## src/sv/rfbt_pkg.sv

```systemverilog
package rfbt_pkg;

   // Default ring length in words.
   localparam int RING_WORDS_DEFAULT = 65536;

   // Depth of the queue between the front and back parts.
   localparam int QUEUE_DEPTH = 4;

   // Frame stride limits and related constants.
   localparam logic [10:0] STRIDE_MIN = 11'd2;
   localparam logic [10:0] STRIDE_MAX = 11'd1024;
   localparam logic [10:0] STRIDE_RESET = 11'd2;
   localparam logic [14:0] COUNT_MAX = 15'h7FFF;
   localparam logic [31:0] BATTERY_MASK = 32'h4000_0000;

   // Operation codes of an input word.
   localparam logic OP_STORE = 1'b0;
   localparam logic OP_REPORT = 1'b1;

   // Register indexes on the configuration port.
   localparam logic REG_SYNC_WORD = 1'b0;
   localparam logic REG_FRAME_STRIDE = 1'b1;

   typedef struct packed {
      logic        op;
      logic [15:0] word_address;
      logic [31:0] word_data;
      logic [15:0] write_position;
   } req_word_type;

   typedef struct packed {
      logic        new_block;
      logic [15:0] start_index;
      logic [14:0] frame_count;
      logic [14:0] sync_count;
      logic        battery_low;
      logic [10:0] block_stride;
   } rsp_word_type;

   typedef struct packed {
      logic [31:0] sync_word;
      logic [10:0] frame_stride;
   } cfg_type;

   // Clamp the programmed stride into the supported range.
   function automatic logic [10:0] eff_stride(input logic [10:0] stride);
      logic [10:0] result;
      result = stride;
      if (stride < STRIDE_MIN) begin
         result = STRIDE_MIN;
      end else if (stride > STRIDE_MAX) begin
         result = STRIDE_MAX;
      end
      return result;
   endfunction

endpackage

```

## src/sv/rfbt_front.sv

```systemverilog
module rfbt_front
   import rfbt_pkg::*;
#(
   parameter int RING_WORDS = RING_WORDS_DEFAULT,
   parameter int AW = $clog2(RING_WORDS)
) (
   input  logic              clock,
   input  logic              reset,
   input  logic              req_valid,
   output logic              req_stall,
   input  req_word_type      req_word,
   output logic              push_valid,
   input  logic              push_full,
   output logic [AW+32:0]    push_entry
);

   // Reciprocal of the ring length, scaled by 2^32.
   localparam logic [32:0] RECIP = 33'((64'd1 << 32) / RING_WORDS);
   localparam logic [AW:0] RING_N = (AW+1)'(RING_WORDS);

   logic        stage_valid_ff, stage_valid_in;
   logic        op_ff;
   logic [15:0] pos_ff;
   logic [31:0] data_ff;
   logic [16:0] quot_ff;
   logic [15:0] sel_pos;
   logic [48:0] quot_prod;
   logic [37:0] quot_times_n;
   logic [16:0] rem_raw;
   logic [AW:0] rem_ext;
   logic [AW:0] rem_fix;
   logic        accept;

   // The stage stalls only when it holds a word that the queue cannot take.
   assign req_stall = stage_valid_ff & push_full;
   assign accept = req_valid & ~req_stall;
   assign push_valid = stage_valid_ff;

   // Pick the position that needs reducing into the ring and estimate the quotient.
   assign sel_pos = (req_word.op == OP_REPORT) ? req_word.write_position
                                               : req_word.word_address;
   assign quot_prod = 49'(sel_pos) * 49'(RECIP);

   always_comb begin
      stage_valid_in = stage_valid_ff;
      if (accept) begin
         stage_valid_in = 1'b1;
      end else if (stage_valid_ff && !push_full) begin
         stage_valid_in = 1'b0;
      end
   end

   always_ff @(posedge clock) begin
      if (reset) begin
         stage_valid_ff <= 1'b0;
      end else begin
         stage_valid_ff <= stage_valid_in;
      end
   end

   always_ff @(posedge clock) begin
      if (accept) begin
         op_ff <= req_word.op;
         pos_ff <= sel_pos;
         data_ff <= req_word.word_data;
         quot_ff <= quot_prod[48:32];
      end
   end

   // The estimate is at most one low, so one compare and subtract finishes the modulo.
   assign quot_times_n = 38'(quot_ff) * 38'(RING_N);
   assign rem_raw = 17'(pos_ff) - quot_times_n[16:0];
   assign rem_ext = (AW+1)'(rem_raw);

   always_comb begin
      rem_fix = rem_ext;
      if (rem_ext >= RING_N) begin
         rem_fix = rem_ext - RING_N;
      end
   end

   assign push_entry = {op_ff, rem_fix[AW-1:0], data_ff};

endmodule

```

## config.mk

```make
export PLATFORM = sky130hd
export DESIGN_NAME = rfbt_front
export DESIGN_NICKNAME = d
export VERILOG_FILES = /design/src/sv/rfbt_pkg.sv /design/src/sv/rfbt_front.sv
export SDC_FILE = /design/constraint.sdc
export NUM_CORES = 1
export LEC_CHECK = 0
export BUFFER_PORTS_ARGS = -buffer_cell sky130_fd_sc_hd__buf_2
export CORE_ASPECT_RATIO = 0.6
export CORE_MARGIN = 5
export CORE_UTILIZATION = 35
export CTS_CLUSTER_DIAMETER = 30
export CTS_CLUSTER_SIZE = 16
export DETAILED_ROUTE_END_ITERATION = 10
export GPL_TIMING_DRIVEN = 0
export HOLD_SLACK_MARGIN = 0.15
export PLACE_DENSITY = 0.74
export SLEW_MARGIN = 25
export SYNTH_ARGS = -nofsm -noshare
export SYNTH_HDL_FRONTEND = slang
export SYNTH_SLANG_ARGS = --single-unit
```

## constraint.sdc

```tcl
create_clock -name clock -period 2.9 [get_ports clock]
set_input_delay 0.145 -clock clock [delete_from_list [all_inputs] [get_ports clock]]
set_output_delay 0.145 -clock clock [all_outputs]
set_load 0.05 [all_outputs]
```

==> results_dict.tcl <==
set metrics [dict create \
    cpMaxStageDelayCell "dlygate4sd3_1" \
    syn_nets 142 \
    path_buf_inv 5 \
    clock.fmax_mhz 530 \
    slew_viol_final 0 \
    drt-total-wl_mm 4.61 \
    cts_root_buf "clkbuf_8" \
    first_pass_iters 4 \
    cts-buffers-inserted 5 \
    p_clk_frac 0.253 \
    finClkSkew_ns 0.00705 \
    cpMostUsedCell "dlygate4sd3_1" \
    tightest_slew_ns 0.560 \
    holdPathStages 2 \
    slowest_delay_ns 0.56 \
    worstSkewPairLatency_ns 0.30 \
    routedWlPerCell_um 13.9 \
    timing.final.hold_violations 0 \
    setup_viol 0 \
    grt_pass1_vias 1498 \
    synth_edf_count 49 \
    yosysSeqAreaShare 0.843 \
    syn_area_mm2 0.00177 \
    grt_pass1_wl_mm 7.01 \
    ys_types 11 \
    cts.clk_slew.worst_paths_ns 0.09 \
    r2r_cells 4 \
    cts_max_path_buffers 2 \
    p_total_mw 1.67 \
    io_pins 120 \
    drive_gt1_frac 0.560 \
    grt_max_degree 19 \
    grtUsageTotal 0.140 \
    gr-total-overflow 0 \
    synth_cells 73 \
    start_util 0.355 \
    period_share 0.651 \
    seqPwrFrac 0.514 \
    synthFlopType "edfxtp_1" \
    drt_iter0_drc 7 \
    status "completed" \
    crit_type "in -> reg" \
    worstPathMaxFanout 10 \
    yosysMostFrequentCell "edfxtp_1" \
    synth_area_per_cell_um2 24.2 \
    vias 1375 \
    cts_sinks 50 \
    synthTopCellsByArea "edfxtp_1 83%, mux2_4 8.5%, mux2_2 3.8%" \
    nets 334 \
    p_switching_mw 0.462 \
    fin_setup_tns_ns 0 \
    synth_common_cells "49 x edfxtp_1, 10 x mux2_4, 6 x mux2_2" \
    fin_crit_ns 1.89 \
    combPwrFrac 0.233 \
    core-area_mm2 0.00498 \
    gp_congestion 0.710 \
    endpoint_kind "flop" \
    p_leak_nw 1.44 \
    irDropWorstVdd_uv 232 \
    min_path_type "in -> reg" \
    drc_errors 0 \
    htree_levels 2 \
    die_w_um 102 \
    die_h_um 65.1 \
    synth-warning-count 0 \
    netSwitchingFraction 0.277 \
    start_kind "input port" \
    rows 20 \
    ant_nets 0 \
    worst_ep_arrival_time_ns 1.93 \
    die_area_mm2 0.00662 \
    io_buffers 119 \
    slew_headroom 0.626 \
    rsz0062_at_grt "no" \
    n_antenna_cell 0 \
    path_delay_family "buffers and inverters" \
    synth_top_cell_by_area "edfxtp_1" \
    ys_async_sr_fraction 0 \
    grt_antenna_before_repair 0 \
    p_per_area_mw_per_mm2 512 \
    postCtsSetupBuffers 0 \
    crit_chain "dlygate4sd3_1 -> buf_2 -> buf_6 -> buf_12 -> mux2_4 -> dlygate4sd3_1" \
    yosysTopAreaCellShare 0.832 \
    cp_data_required_time_ns 2.95 \
    cts_tree "done" \
    viasPerCell 4.14 \
    drv_cap 0 \
    syn2layout_area_growth_pct 83.7 \
    ys_ff_latch 50 \
    worstSetupPathDepth 6 \
    p_int_mw 1.20 \
]
[power groups by stage]
stage	clock network, mW	registers (mW)	logic [mW]
5_1_grt	0.470	0.862	0.408
3_3_place_gp	0	0.874	0.296
2_1_floorplan	0	1.03	0.0539
6_report	0.422	0.857	0.387
4_1_cts	0.437	0.858	0.387
3_5_place_dp	0	0.874	0.314
[cell families after synthesis]
logic type / after synthesis / synth area share
flip-flops: 50 / 0.843
AO/OA/AOI/OAI: 1 / 0.00283
multiplexers: 16 / 0.123
buffers and inverters: 3 / 0.0219
AND/OR/NAND/NOR: 3 / 0.00920
[registers in the layout, summed over array words and instances (netlist names)]
signal / cells
data_ff: 32
pos_ff: 16
op_ff: 1
push_valid: 1
[final timing paths]
path / slack, ns / from / endpoint
worst max-delay path: 1.01 / req_word[64] / pos_ff[12]
worst min-delay path: 0.16 / req_word[11] / pos_ff[11]
worst max register to register: 1.23 / push_valid / data_ff[1]
worst min register to register: 0.91 / push_valid / data_ff[7]
[metrics by stage]
stage	util	worst slack (ns)	instances	instance area, um2	hold slack (ns)
2_1_floorplan	-	0.243	73	1770	0.217
3_3_place_gp	0.492	0.270	258	2450	0.302
3_5_place_dp	0.504	1.21	260	2510	0.309
4_1_cts	0.653	1.04	332	3250	0.151
5_1_grt	0.653	0.994	332	3250	0.150
6_report	0.653	1.01	332	3250	0.160
[layout by cell type, fill, tap and decap left out, drive strengths merged]
cell,instances
nor2b,1
dlygate4sd3,64
dfxtp,1
clkinv,2
and2,1
nor2,1
clkbuf,6
buf,124
mux2,16
edfxtp,49
a21oi,1
[worst reg2reg max path, cell delays in order (launching register included)]
cell and delay [ns]:
dfxtp_1 0.34, and2_1 0.18, nor2b_4 0.48, buf_16 0.23, buf_16 0.16
[metal layers]
metal	part of all wire	GRT usage
met4	0.0091	0.0398
met5	0	0
met1	0.37	0.155
met3	0.14	0.0602
met2	0.48	0.243
[layout make-up]
class	count	area [um2]
fillers	355	1730
flip-flops and latches	50	1490
repair buffers	185	1290
multi-input cells	20	246
clock buffers	6	82.6
well taps	66	82.6
plain buffers	3	38.8
clock inverters	2	17.5
[timing repair]
action                    in CTS  in global routing
hold endpoints to repair      49                  0
gates resized for setup        0                  0
hold buffers                  64                  0
Power figures use the tool's default switching activity.
