**src/sv/rfbt_pkg.sv**
```systemverilog
package rfbt_pkg;

   // Default ring length in words.
   localparam int RING_WORDS_DEFAULT = 65536;

   // Depth of the queue between the front and back parts.
   localparam int QUEUE_DEPTH = 4;

   // Frame stride limits and related constants.
   localparam logic [10:0] STRIDE_MIN = 11'd2;
   localparam logic [10:0] STRIDE_MAX = 11'd1024;
   localparam logic [10:0] STRIDE_RESET = 11'd2;
   localparam logic [14:0] COUNT_MAX = 15'h7FFF;
   localparam logic [31:0] BATTERY_MASK = 32'h4000_0000;

   // Operation codes of an input word.
   localparam logic OP_STORE = 1'b0;
   localparam logic OP_REPORT = 1'b1;

   // Register indexes on the configuration port.
   localparam logic REG_SYNC_WORD = 1'b0;
   localparam logic REG_FRAME_STRIDE = 1'b1;

   typedef struct packed {
      logic        op;
      logic [15:0] word_address;
      logic [31:0] word_data;
      logic [15:0] write_position;
   } req_word_type;

   typedef struct packed {
      logic        new_block;
      logic [15:0] start_index;
      logic [14:0] frame_count;
      logic [14:0] sync_count;
      logic        battery_low;
      logic [10:0] block_stride;
   } rsp_word_type;

   typedef struct packed {
      logic [31:0] sync_word;
      logic [10:0] frame_stride;
   } cfg_type;

   // Clamp the programmed stride into the supported range.
   function automatic logic [10:0] eff_stride(input logic [10:0] stride);
      logic [10:0] result;
      result = stride;
      if (stride < STRIDE_MIN) begin
         result = STRIDE_MIN;
      end else if (stride > STRIDE_MAX) begin
         result = STRIDE_MAX;
      end
      return result;
   endfunction

endpackage

```
**src/sv/rfbt_queue.sv**
```systemverilog
module rfbt_queue
   import rfbt_pkg::*;
#(
   parameter int WIDTH = 49
) (
   input  logic             clock,
   input  logic             reset,
   input  logic             push_valid,
   output logic             push_full,
   input  logic [WIDTH-1:0] push_entry,
   output logic             pop_valid,
   input  logic             pop_take,
   output logic [WIDTH-1:0] pop_entry
);

   localparam int PW = $clog2(QUEUE_DEPTH);

   logic [WIDTH-1:0] entry_ff [QUEUE_DEPTH];
   logic [PW-1:0]    wr_ptr_ff, wr_ptr_in;
   logic [PW-1:0]    rd_ptr_ff, rd_ptr_in;
   logic [PW:0]      count_ff, count_in;
   logic             do_push, do_pop;

   assign push_full = (count_ff == (PW+1)'(QUEUE_DEPTH));
   assign pop_valid = (count_ff != '0);
   assign do_push = push_valid & ~push_full;
   assign do_pop = pop_take & pop_valid;
   assign pop_entry = entry_ff[rd_ptr_ff];

   // Pointer and fill count bookkeeping.
   always_comb begin
      wr_ptr_in = do_push ? wr_ptr_ff + 1'b1 : wr_ptr_ff;
      rd_ptr_in = do_pop ? rd_ptr_ff + 1'b1 : rd_ptr_ff;
      count_in = count_ff;
      if (do_push && !do_pop) begin
         count_in = count_ff + 1'b1;
      end else if (do_pop && !do_push) begin
         count_in = count_ff - 1'b1;
      end
   end

   always_ff @(posedge clock) begin
      if (reset) begin
         wr_ptr_ff <= '0;
         rd_ptr_ff <= '0;
         count_ff <= '0;
      end else begin
         wr_ptr_ff <= wr_ptr_in;
         rd_ptr_ff <= rd_ptr_in;
         count_ff <= count_in;
      end
   end

   always_ff @(posedge clock) begin
      if (do_push) begin
         entry_ff[wr_ptr_ff] <= push_entry;
      end
   end

endmodule

```
**config.mk**
```make
export PLATFORM = sky130hd
export DESIGN_NAME = rfbt_queue
export DESIGN_NICKNAME = d
export VERILOG_FILES = /design/src/sv/rfbt_pkg.sv /design/src/sv/rfbt_queue.sv
export SDC_FILE = /design/constraint.sdc
export NUM_CORES = 1
export LEC_CHECK = 0
export BUFFER_PORTS_ARGS = -buffer_cell sky130_fd_sc_hd__buf_2
export CAP_MARGIN = 10
export CELL_PAD_IN_SITES_DETAIL_PLACEMENT = 0
export CELL_PAD_IN_SITES_GLOBAL_PLACEMENT = 1
export CORE_UTILIZATION = 40
export DETAILED_ROUTE_END_ITERATION = 12
export GPL_TIMING_DRIVEN = 0
export HOLD_SLACK_MARGIN = 0.05
export PLACE_DENSITY = 0.72
export SLEW_MARGIN = 10
export SYNTH_ARGS = -nofsm -noshare
export SYNTH_HDL_FRONTEND = slang
export SYNTH_SLANG_ARGS = --single-unit
```
**constraint.sdc**
```tcl
create_clock -name clock -period 3.5 [get_ports clock]
set_clock_uncertainty 0.1 [all_clocks]
set_input_delay 0.35 -clock clock [delete_from_list [all_inputs] [get_ports clock]]
set_output_delay 0.35 -clock clock [all_outputs]
set_load 0.02 [all_outputs]
```
==> impl_metrics.xml, run 1 <==
<?xml version="1.0" encoding="UTF-8"?>
<metrics>
  <group name="outcome">
    <metric name="result_of_the_run" unit="">finished, final reports clean</metric>
  </group>
  <group name="detailed_routing">
    <metric name="routed-via-count" unit="">3616</metric>
    <metric name="wirelength" unit="µm">13110</metric>
    <metric name="post_drt_wl_per_cell" unit="µm">18.10</metric>
    <metric name="vias_per_cell" unit="">4.994</metric>
    <metric name="ant_nets" unit="">0</metric>
    <metric name="detailedRoute.firstIterationViolations" unit="">142</metric>
    <metric name="drt_pass1_iterations" unit="">4</metric>
    <metric name="drt_drc" unit="">0</metric>
  </group>
  <group name="timing">
    <metric name="setup_viol" unit="">0</metric>
    <metric name="worstMarginPinSlew" unit="ns">0.7956</metric>
    <metric name="grt_setup_unrepaired" unit="">false</metric>
    <metric name="whs" unit="ns">0.1063</metric>
    <metric name="finalCriticalPeriod" unit="ns">2.505</metric>
    <metric name="totalNegativeSetupSlack" unit="ns">0</metric>
    <metric name="maxSlewHeadroom" unit="%">46.96</metric>
    <metric name="finalCritPeriodShare" unit="%">71.56</metric>
    <metric name="number_of_pins_with_negative_max_slew_slack_in_the_final_report" unit="">0</metric>
    <metric name="timing_hold_violations_final" unit="">0</metric>
    <metric name="max_freq" unit="MHz">399.2</metric>
  </group>
  <group name="synthesis">
    <metric name="synth-adder-area-share" unit="%">1.094</metric>
    <metric name="synthesis.instances" unit="">304</metric>
    <metric name="yosysTopAreaCellShare" unit="%">77.95</metric>
    <metric name="synth_largest_area_cell" unit="">sky130_fd_sc_hd__edfxtp_1</metric>
    <metric name="synth.ff_latch_count" unit="">205</metric>
    <metric name="synth_top_family_by_area" unit="">multiplexers</metric>
    <metric name="synth-simple-area-share" unit="%">1.143</metric>
    <metric name="synth_compound_gate_area_share" unit="%">0.4805</metric>
    <metric name="yosys_warnings" unit="">0</metric>
    <metric name="yosysUniqueCellTypes" unit="">24</metric>
    <metric name="synth_nets" unit="">363</metric>
    <metric name="synth.avg_cell_area" unit="µm²">24.84</metric>
    <metric name="synth_top_cells_by_area" unit="">sky130_fd_sc_hd__edfxtp_1 78%, sky130_fd_sc_hd__mux4_2 14%, sky130_fd_sc_hd__dfxtp_1 2.4%</metric>
    <metric name="yosys-mux-area-fraction" unit="%">14.98</metric>
    <metric name="syn_area" unit="µm²">7551</metric>
    <metric name="yosys.area_share.xor_xnor" unit="%">0.4640</metric>
    <metric name="yosysSeqAreaShare" unit="%">80.33</metric>
  </group>
  <group name="die">
    <metric name="floorplan.die.height" unit="µm">139.4</metric>
    <metric name="rows" unit="">49</metric>
    <metric name="die_x" unit="µm">139.4</metric>
    <metric name="core_area" unit="µm²">18210</metric>
    <metric name="io-pin-count" unit="">104</metric>
    <metric name="design.die.area" unit="µm²">19430</metric>
    <metric name="initial_util" unit="%">41.47</metric>
  </group>
  <group name="setup_path">
    <metric name="rr_endpoint" unit="">count_ff[2]$_SDFFE_PP0P_</metric>
    <metric name="worst_r2r_startpoint" unit="">count_ff[0]$_SDFFE_PP0P_</metric>
    <metric name="slowest_cell_on_the_critical_path" unit="">sky130_fd_sc_hd__dfxtp_1</metric>
    <metric name="critical_path.most_common_cell" unit="">sky130_fd_sc_hd__buf_2</metric>
    <metric name="reg2reg_setup_slack" unit="ns">1.03</metric>
    <metric name="criticalPathCategory" unit="">flip-flop to primary output</metric>
    <metric name="crit_path_max_fanout" unit="">10</metric>
    <metric name="cp_cell_sequence" unit="">buf_2, buf_2, mux4_2, buf_2</metric>
    <metric name="reg2reg_depth" unit="">8</metric>
    <metric name="timing.critical_path.required" unit="ns">3.05</metric>
    <metric name="worst_ep_arrival_time" unit="ns">2.05</metric>
    <metric name="slowest_delay" unit="ns">0.39</metric>
    <metric name="cp-start-kind" unit="">flip-flop</metric>
    <metric name="crit_path_end_kind" unit="">primary output</metric>
  </group>
  <group name="finish">
    <metric name="antennaDiodeCount" unit="">0</metric>
    <metric name="final_cell_count_no_fill" unit="">724</metric>
    <metric name="multiInputGateArea" unit="µm²">1381</metric>
    <metric name="fillers" unit="">1449</metric>
    <metric name="seqCellArea" unit="µm²">6066</metric>
    <metric name="drive_above_1_share" unit="%">39.39</metric>
    <metric name="area_growth_from_synthesis_to_layout" unit="%">27.85</metric>
    <metric name="finish.net_count" unit="">538</metric>
  </group>
  <group name="clocking">
    <metric name="cts_buffers" unit="">22</metric>
    <metric name="clk_pin_slew" unit="ns">0.06</metric>
    <metric name="cts_root_buffer" unit="">sky130_fd_sc_hd__clkbuf_16</metric>
    <metric name="tritoncts_num_sinks" unit="">205</metric>
    <metric name="cts_tree" unit="">yes</metric>
    <metric name="post_cts_resized" unit="">0</metric>
    <metric name="worstSkewPairLatency" unit="ns">0.49</metric>
    <metric name="h-tree-depth" unit="">1</metric>
    <metric name="cts-root-to-sink-buffers" unit="">3</metric>
  </group>
  <group name="flow_run">
    <metric name="max_cap_violations" unit="">0</metric>
  </group>
  <group name="global_routing">
    <metric name="grt_max_degree" unit="">50</metric>
    <metric name="first_global_vias" unit="">3811</metric>
    <metric name="grt_antenna_before_repair" unit="">0</metric>
    <metric name="grt_remaining_overflow" unit="">0</metric>
    <metric name="wire_length_of_the_first_global_routing_pass" unit="µm">20580</metric>
    <metric name="grt.total_usage" unit="%">13.76</metric>
  </group>
  <group name="min_path">
    <metric name="hold_class" unit="">input port to flip-flop</metric>
    <metric name="worst_hold_path.num_cells" unit="">2</metric>
    <metric name="min_from" unit="">reset</metric>
    <metric name="worstHoldEndpoint" unit="">rd_ptr_ff[0]$_SDFFE_PP0P_</metric>
  </group>
  <group name="power_and_ir_drop">
    <metric name="p_leak" unit="µW">0.003329</metric>
    <metric name="power.density" unit="nW/µm²">757.2</metric>
    <metric name="ir_worst_vdd" unit="mV">0.6163</metric>
  </group>
  <group name="placement">
    <metric name="port_buffers" unit="">102</metric>
    <metric name="finalWeightedCongestion" unit="">0.7415</metric>
    <metric name="detailedPlacementHpwl" unit="µm">7327</metric>
    <metric name="placedCellCount" unit="">635</metric>
  </group>
</metrics>
sequential cells by signal, indices dropped and copies added, names as in the netlist, named ones only:
name,cells
rd_ptr_ff,2
entry_ff,196
wr_ptr_ff,2
count_ff,3
repair_timing:
action / CTS / global route
hold endpoints to repair: 196 / 0
buffers inserted: 0 / 0
hold buffers: 49 / 0
worst max-delay path by stage:
stage | endpoint | slack, ns | cells past startpoint
detailed placement | count_ff[2]$_SDFFE_PP0P_ | 1.02 | 8
global placement | entry_ff[0][25]$_DFFE_PP_ | -0.12 | 3
floorplan | entry_ff[0][0]$_DFFE_PP_ | 0.91 | 3
finish | pop_entry[28] | 1.0 | 4
global route | count_ff[2]$_SDFFE_PP0P_ | 0.85 | 8
CTS | pop_entry[28] | 0.92 | 4
area by class of cell:
type	instances	share of cell area, %
tap	229	2.968
clock inverter	16	2.346
buffer	12	1.024
timing repair buffer	151	10.37
clock buffer	24	6.001
multi-input combinational	83	14.31
sequential	205	62.83
inverter	4	0.1555
placed cells by master, fill, tap and decap left out:
cell type / netlist / layout
sky130_fd_sc_hd__edfxtp_1: 196 / 196
sky130_fd_sc_hd__clkbuf_1: 1 / 2
sky130_fd_sc_hd__buf_6: 1 / 1
sky130_fd_sc_hd__mux2i_1: 2 / 2
sky130_fd_sc_hd__buf_2: 2 / 104
sky130_fd_sc_hd__mux4_1: 2 / 2
sky130_fd_sc_hd__clkinv_1: 0 / 5
sky130_fd_sc_hd__bufinv_16: 0 / 6
sky130_fd_sc_hd__a21oi_1: 2 / 2
sky130_fd_sc_hd__dfxtp_1: 9 / 9
sky130_fd_sc_hd__fa_1: 1 / 1
sky130_fd_sc_hd__buf_12: 2 / 2
sky130_fd_sc_hd__buf_4: 3 / 3
sky130_fd_sc_hd__o21ai_0: 2 / 2
sky130_fd_sc_hd__buf_1: 3 / 3
sky130_fd_sc_hd__clkinv_2: 0 / 4
sky130_fd_sc_hd__mux4_2: 47 / 47
sky130_fd_sc_hd__and2_4: 0 / 4
sky130_fd_sc_hd__nor3b_1: 1 / 1
sky130_fd_sc_hd__xor2_1: 4 / 4
sky130_fd_sc_hd__inv_1: 4 / 4
sky130_fd_sc_hd__dlygate4sd3_1: 0 / 49
sky130_fd_sc_hd__nand2b_1: 2 / 2
sky130_fd_sc_hd__o311ai_0: 1 / 1
sky130_fd_sc_hd__o31ai_1: 1 / 1
sky130_fd_sc_hd__or3_1: 3 / 3
sky130_fd_sc_hd__ha_1: 5 / 5
sky130_fd_sc_hd__clkbuf_16: 0 / 23
sky130_fd_sc_hd__nor2_1: 6 / 6
sky130_fd_sc_hd__clkinvlp_4: 0 / 1
metrics by stage:
stage	worst slack (ns)	util, %	cell area, µm²	power [µW]
floorplan	0.9147	-	7551	4305
global placement	-0.1226	45.85	8348	4822
detailed placement	1.021	45.90	8358	4834
CTS	0.9241	53.02	9654	7412
global route	0.8531	53.02	9654	7604
finish	0.9953	53.02	9654	7310
synth_stat cells:
| cell type | count |
|---|---|
| sky130_fd_sc_hd__a21oi_1 | 2 |
| sky130_fd_sc_hd__and2_1 | 4 |
| sky130_fd_sc_hd__buf_1 | 3 |
| sky130_fd_sc_hd__buf_12 | 2 |
| sky130_fd_sc_hd__buf_2 | 2 |
| sky130_fd_sc_hd__buf_4 | 3 |
| sky130_fd_sc_hd__buf_6 | 1 |
| sky130_fd_sc_hd__clkbuf_1 | 1 |
| sky130_fd_sc_hd__dfxtp_1 | 9 |
| sky130_fd_sc_hd__edfxtp_1 | 196 |
| sky130_fd_sc_hd__fa_1 | 1 |
| sky130_fd_sc_hd__ha_1 | 5 |
| sky130_fd_sc_hd__inv_1 | 4 |
| sky130_fd_sc_hd__mux2i_1 | 2 |
| sky130_fd_sc_hd__mux4_1 | 2 |
| sky130_fd_sc_hd__mux4_2 | 47 |
| sky130_fd_sc_hd__nand2b_1 | 2 |
| sky130_fd_sc_hd__nor2_1 | 6 |
| sky130_fd_sc_hd__nor3b_1 | 1 |
| sky130_fd_sc_hd__o21ai_0 | 2 |
| sky130_fd_sc_hd__o311ai_0 | 1 |
| sky130_fd_sc_hd__o31ai_1 | 1 |
| sky130_fd_sc_hd__or3_1 | 3 |
| sky130_fd_sc_hd__xor2_1 | 4 |
report_power, final:
part	switching [µW]	internal (µW)
clock network	896	1630
registers	69.1	2950
logic	971	788
per-layer routing:
metal  vias to the layer above  part of all wire, %  global-route usage (%)
li1                       1645                    -                       -
met1                      1859                   45                   18.24
met2                        89                   49                   22.85
met3                        23                  4.7                   3.166
met4                         0                  1.9                   3.860
met5                         -                    0                       0
logic make-up (layout without fill, tap and decap cells):
family | Yosys count | after routing
AO/OA/AOI/OAI | 6 | 6
flip-flops | 205 | 205
adder cells (fa/ha/maj) | 6 | 6
multiplexers | 51 | 51
buffers and inverters | 16 | 207
AND/OR/NAND/NOR | 16 | 16
XOR/XNOR | 4 | 4
critical path, delay by kind of cell, from the launching register on:
family / cells / cell delay (ns)
buffers and inverters: 3 / 0.82
DFF: 1 / 0.39
muxes: 1 / 0.35
Power figures use the tool's default switching activity.
==> run 2, diff against run 1 <==
- PLACE_DENSITY: 0.72 -> 0.75
- clock period: 3.5 -> 2.2 ns (I/O delays scaled with it)
==> run 2 against run 1 <==
  * Total power grew 59%
  * Sequential share of layout area down 1.1 points
  * Sequential power rose by 60%
  * Critical path depth up 1
  * Non-clock buffer count increased by 10
  * Critical path type unchanged
==> impl_metrics.xml, run 2 (same netlist as run 1, synthesis figures left out) <==
<?xml version="1.0" encoding="UTF-8"?>
<metrics>
  <group name="detailed_routing">
    <metric name="highest_layer" unit="">met4</metric>
    <metric name="met3WireLength" unit="µm">736</metric>
    <metric name="ant_nets" unit="">0</metric>
    <metric name="post_drt_wl_per_cell" unit="µm">19.26</metric>
    <metric name="met2_wirelength" unit="µm">7247</metric>
    <metric name="routedLengthMet1" unit="µm">5802</metric>
    <metric name="drt_drc" unit="">0</metric>
    <metric name="vias_per_cell" unit="">5.072</metric>
    <metric name="drt_pass1_iterations" unit="">4</metric>
    <metric name="detailedRoute.firstIterationViolations" unit="">163</metric>
    <metric name="routed-via-count" unit="">3723</metric>
    <metric name="wirelength" unit="µm">14140</metric>
  </group>
  <group name="power_and_ir_drop">
    <metric name="power.density" unit="nW/µm²">1186</metric>
    <metric name="p_leak" unit="µW">0.003397</metric>
    <metric name="power.total" unit="µW">11650</metric>
    <metric name="ir_worst_vdd" unit="mV">0.6229</metric>
  </group>
  <group name="finish">
    <metric name="multiInputGateArea" unit="µm²">1410</metric>
    <metric name="fillers" unit="">1414</metric>
    <metric name="finish.net_count" unit="">548</metric>
    <metric name="biggestRegsByFlops" unit="">entry_ff (196), count_ff (3)</metric>
    <metric name="area_growth_from_synthesis_to_layout" unit="%">30.19</metric>
    <metric name="antennaDiodeCount" unit="">0</metric>
    <metric name="top_register" unit="">entry_ff</metric>
    <metric name="seqCellArea" unit="µm²">6071</metric>
    <metric name="drive_above_1_share" unit="%">41.98</metric>
    <metric name="most-common-layout-cells" unit="">196 x sky130_fd_sc_hd__edfxtp_1, 93 x sky130_fd_sc_hd__buf_2, 53 x sky130_fd_sc_hd__dlygate4sd3_1</metric>
    <metric name="final_common_cell" unit="">sky130_fd_sc_hd__edfxtp_1</metric>
    <metric name="largest_register_ffs" unit="">196</metric>
  </group>
  <group name="timing">
    <metric name="worstMarginPinSlew" unit="ns">0.8110</metric>
    <metric name="number_of_pins_with_negative_max_slew_slack_in_the_final_report" unit="">0</metric>
    <metric name="totalNegativeSetupSlack" unit="ns">0</metric>
    <metric name="finalCriticalPeriod" unit="ns">2.199</metric>
    <metric name="grt_setup_unrepaired" unit="">true</metric>
    <metric name="maxSlewHeadroom" unit="%">45.93</metric>
    <metric name="finalCritPeriodShare" unit="%">99.95</metric>
    <metric name="setup_viol" unit="">0</metric>
    <metric name="max_freq" unit="MHz">454.8</metric>
    <metric name="timing_hold_violations_final" unit="">0</metric>
  </group>
  <group name="die">
    <metric name="floorplan.die.height" unit="µm">139.4</metric>
    <metric name="core_area" unit="µm²">18210</metric>
    <metric name="die_x" unit="µm">139.4</metric>
    <metric name="initial_util" unit="%">41.47</metric>
    <metric name="design.die.area" unit="µm²">19430</metric>
    <metric name="io-pin-count" unit="">104</metric>
    <metric name="rows" unit="">49</metric>
  </group>
  <group name="global_routing">
    <metric name="grt_remaining_overflow" unit="">0</metric>
    <metric name="grt_antenna_before_repair" unit="">0</metric>
    <metric name="wire_length_of_the_first_global_routing_pass" unit="µm">22260</metric>
    <metric name="grt_max_degree" unit="">50</metric>
    <metric name="first_global_vias" unit="">4096</metric>
    <metric name="grt.total_usage" unit="%">15.02</metric>
  </group>
  <group name="placement">
    <metric name="finalWeightedCongestion" unit="">0.6932</metric>
    <metric name="detailedPlacementHpwl" unit="µm">7663</metric>
    <metric name="port_buffers" unit="">102</metric>
  </group>
  <group name="min_path">
    <metric name="hold_class" unit="">input port to flip-flop</metric>
  </group>
  <group name="clocking">
    <metric name="h-tree-depth" unit="">1</metric>
    <metric name="clk_pin_slew" unit="ns">0.06</metric>
    <metric name="worstSkewPairLatency" unit="ns">0.49</metric>
    <metric name="cts_buffers" unit="">22</metric>
    <metric name="cts_tree" unit="">yes</metric>
    <metric name="cts_root_buffer" unit="">sky130_fd_sc_hd__clkbuf_16</metric>
    <metric name="cts-root-to-sink-buffers" unit="">3</metric>
    <metric name="tritoncts_num_sinks" unit="">205</metric>
  </group>
  <group name="setup_path">
    <metric name="cp-start-kind" unit="">flip-flop</metric>
    <metric name="crit_path_end_kind" unit="">primary output</metric>
    <metric name="crit_path_max_fanout" unit="">8</metric>
    <metric name="worst_ep_arrival_time" unit="ns">1.88</metric>
    <metric name="criticalPathCategory" unit="">flip-flop to primary output</metric>
    <metric name="timing.critical_path.required" unit="ns">1.88</metric>
  </group>
  <group name="outcome">
    <metric name="result_of_the_run" unit="">finished, final reports clean</metric>
  </group>
  <group name="flow_run">
    <metric name="max_cap_violations" unit="">0</metric>
  </group>
</metrics>
-- run 2: changes by cell type in the layout (fill, tap and decap cells not counted), sizes merged --
cell and delta:
clkbuf +9, buf +5, clkinv -5, bufinv -4
dlygate4sd3 +4, clkinvlp +1
-- run 2: per-stage QoR --
step	instance area, µm²	setup slack [ns]	std cells	hold slack [ns]	util [%]
2_1_floorplan	7561	0.03709	304	0.2189	-
3_3_place_gp	8358	-0.3816	635	0.3290	45.90
3_5_place_dp	8363	-0.1842	635	0.3386	45.93
4_1_cts	9654	-0.09234	728	0.3498	53.02
5_1_grt	9831	-0.05946	734	0.3589	53.99
6_report	9831	0.001071	734	0.3757	53.99
-- run 2: final timing paths --
check / start / endpoint / slack, ns / cells after the start
worst min register to register: wr_ptr_ff[1]$_SDFFE_PP0P_ / wr_ptr_ff[1]$_SDFFE_PP0P_ / 0.43 / 2
worst min-delay path: push_entry[20] / entry_ff[3][20]$_DFFE_PP_ / 0.38 / 2
worst max register to register: count_ff[2]$_SDFFE_PP0P_ / count_ff[2]$_SDFFE_PP0P_ / 0.09 / 8
worst max-delay path: flip-flop / pop_entry[24] / 0.001 / 5
-- run 2: layer usage --
| layer | up-vias | track usage (%) |
|---|---|---|
| met4 | 0 | 5.497 |
| met3 | 29 | 3.200 |
| met1 | 1934 | 18.48 |
| met2 | 100 | 26.16 |
| met5 | - | 0 |
| li1 | 1660 | - |
-- run 2: report_power, final --
group	internal (µW)	switching, µW	leakage (µW)
logic	1520	1630	0.00117
registers	4710	125	0.00187
clock network	2260	1420	0.000356
total	8480	3180	0.00340
-- run 2: area by class of cell --
class                      instances  share of cell area [%]
buffer                            12                   1.209
clock buffer                      32                   6.504
clock inverter                     8                   1.005
inverter                           4                  0.1527
multi-input combinational         83                   14.34
sequential                       205                   61.75
tap                              229                   2.915
timing repair buffer             161                   12.12
-- run 2: timing repair --
action	in CTS	in global routing
pin swaps	0	1
hold buffers	53	0
endpoints found under the setup margin	237	43
gates resized for setup	9	32
setup buffers	0	5
hold endpoints to repair	205	0
cloned	0	1
-- run 2: worst max-delay path, cell delays in order (launching register included) --
cell and delay (ns):
sky130_fd_sc_hd__dfxtp_2 0.32, sky130_fd_sc_hd__buf_6 0.11, sky130_fd_sc_hd__buf_12 0.14, sky130_fd_sc_hd__clkbuf_16 0.16, sky130_fd_sc_hd__mux4_2 0.51, sky130_fd_sc_hd__buf_6 0.15
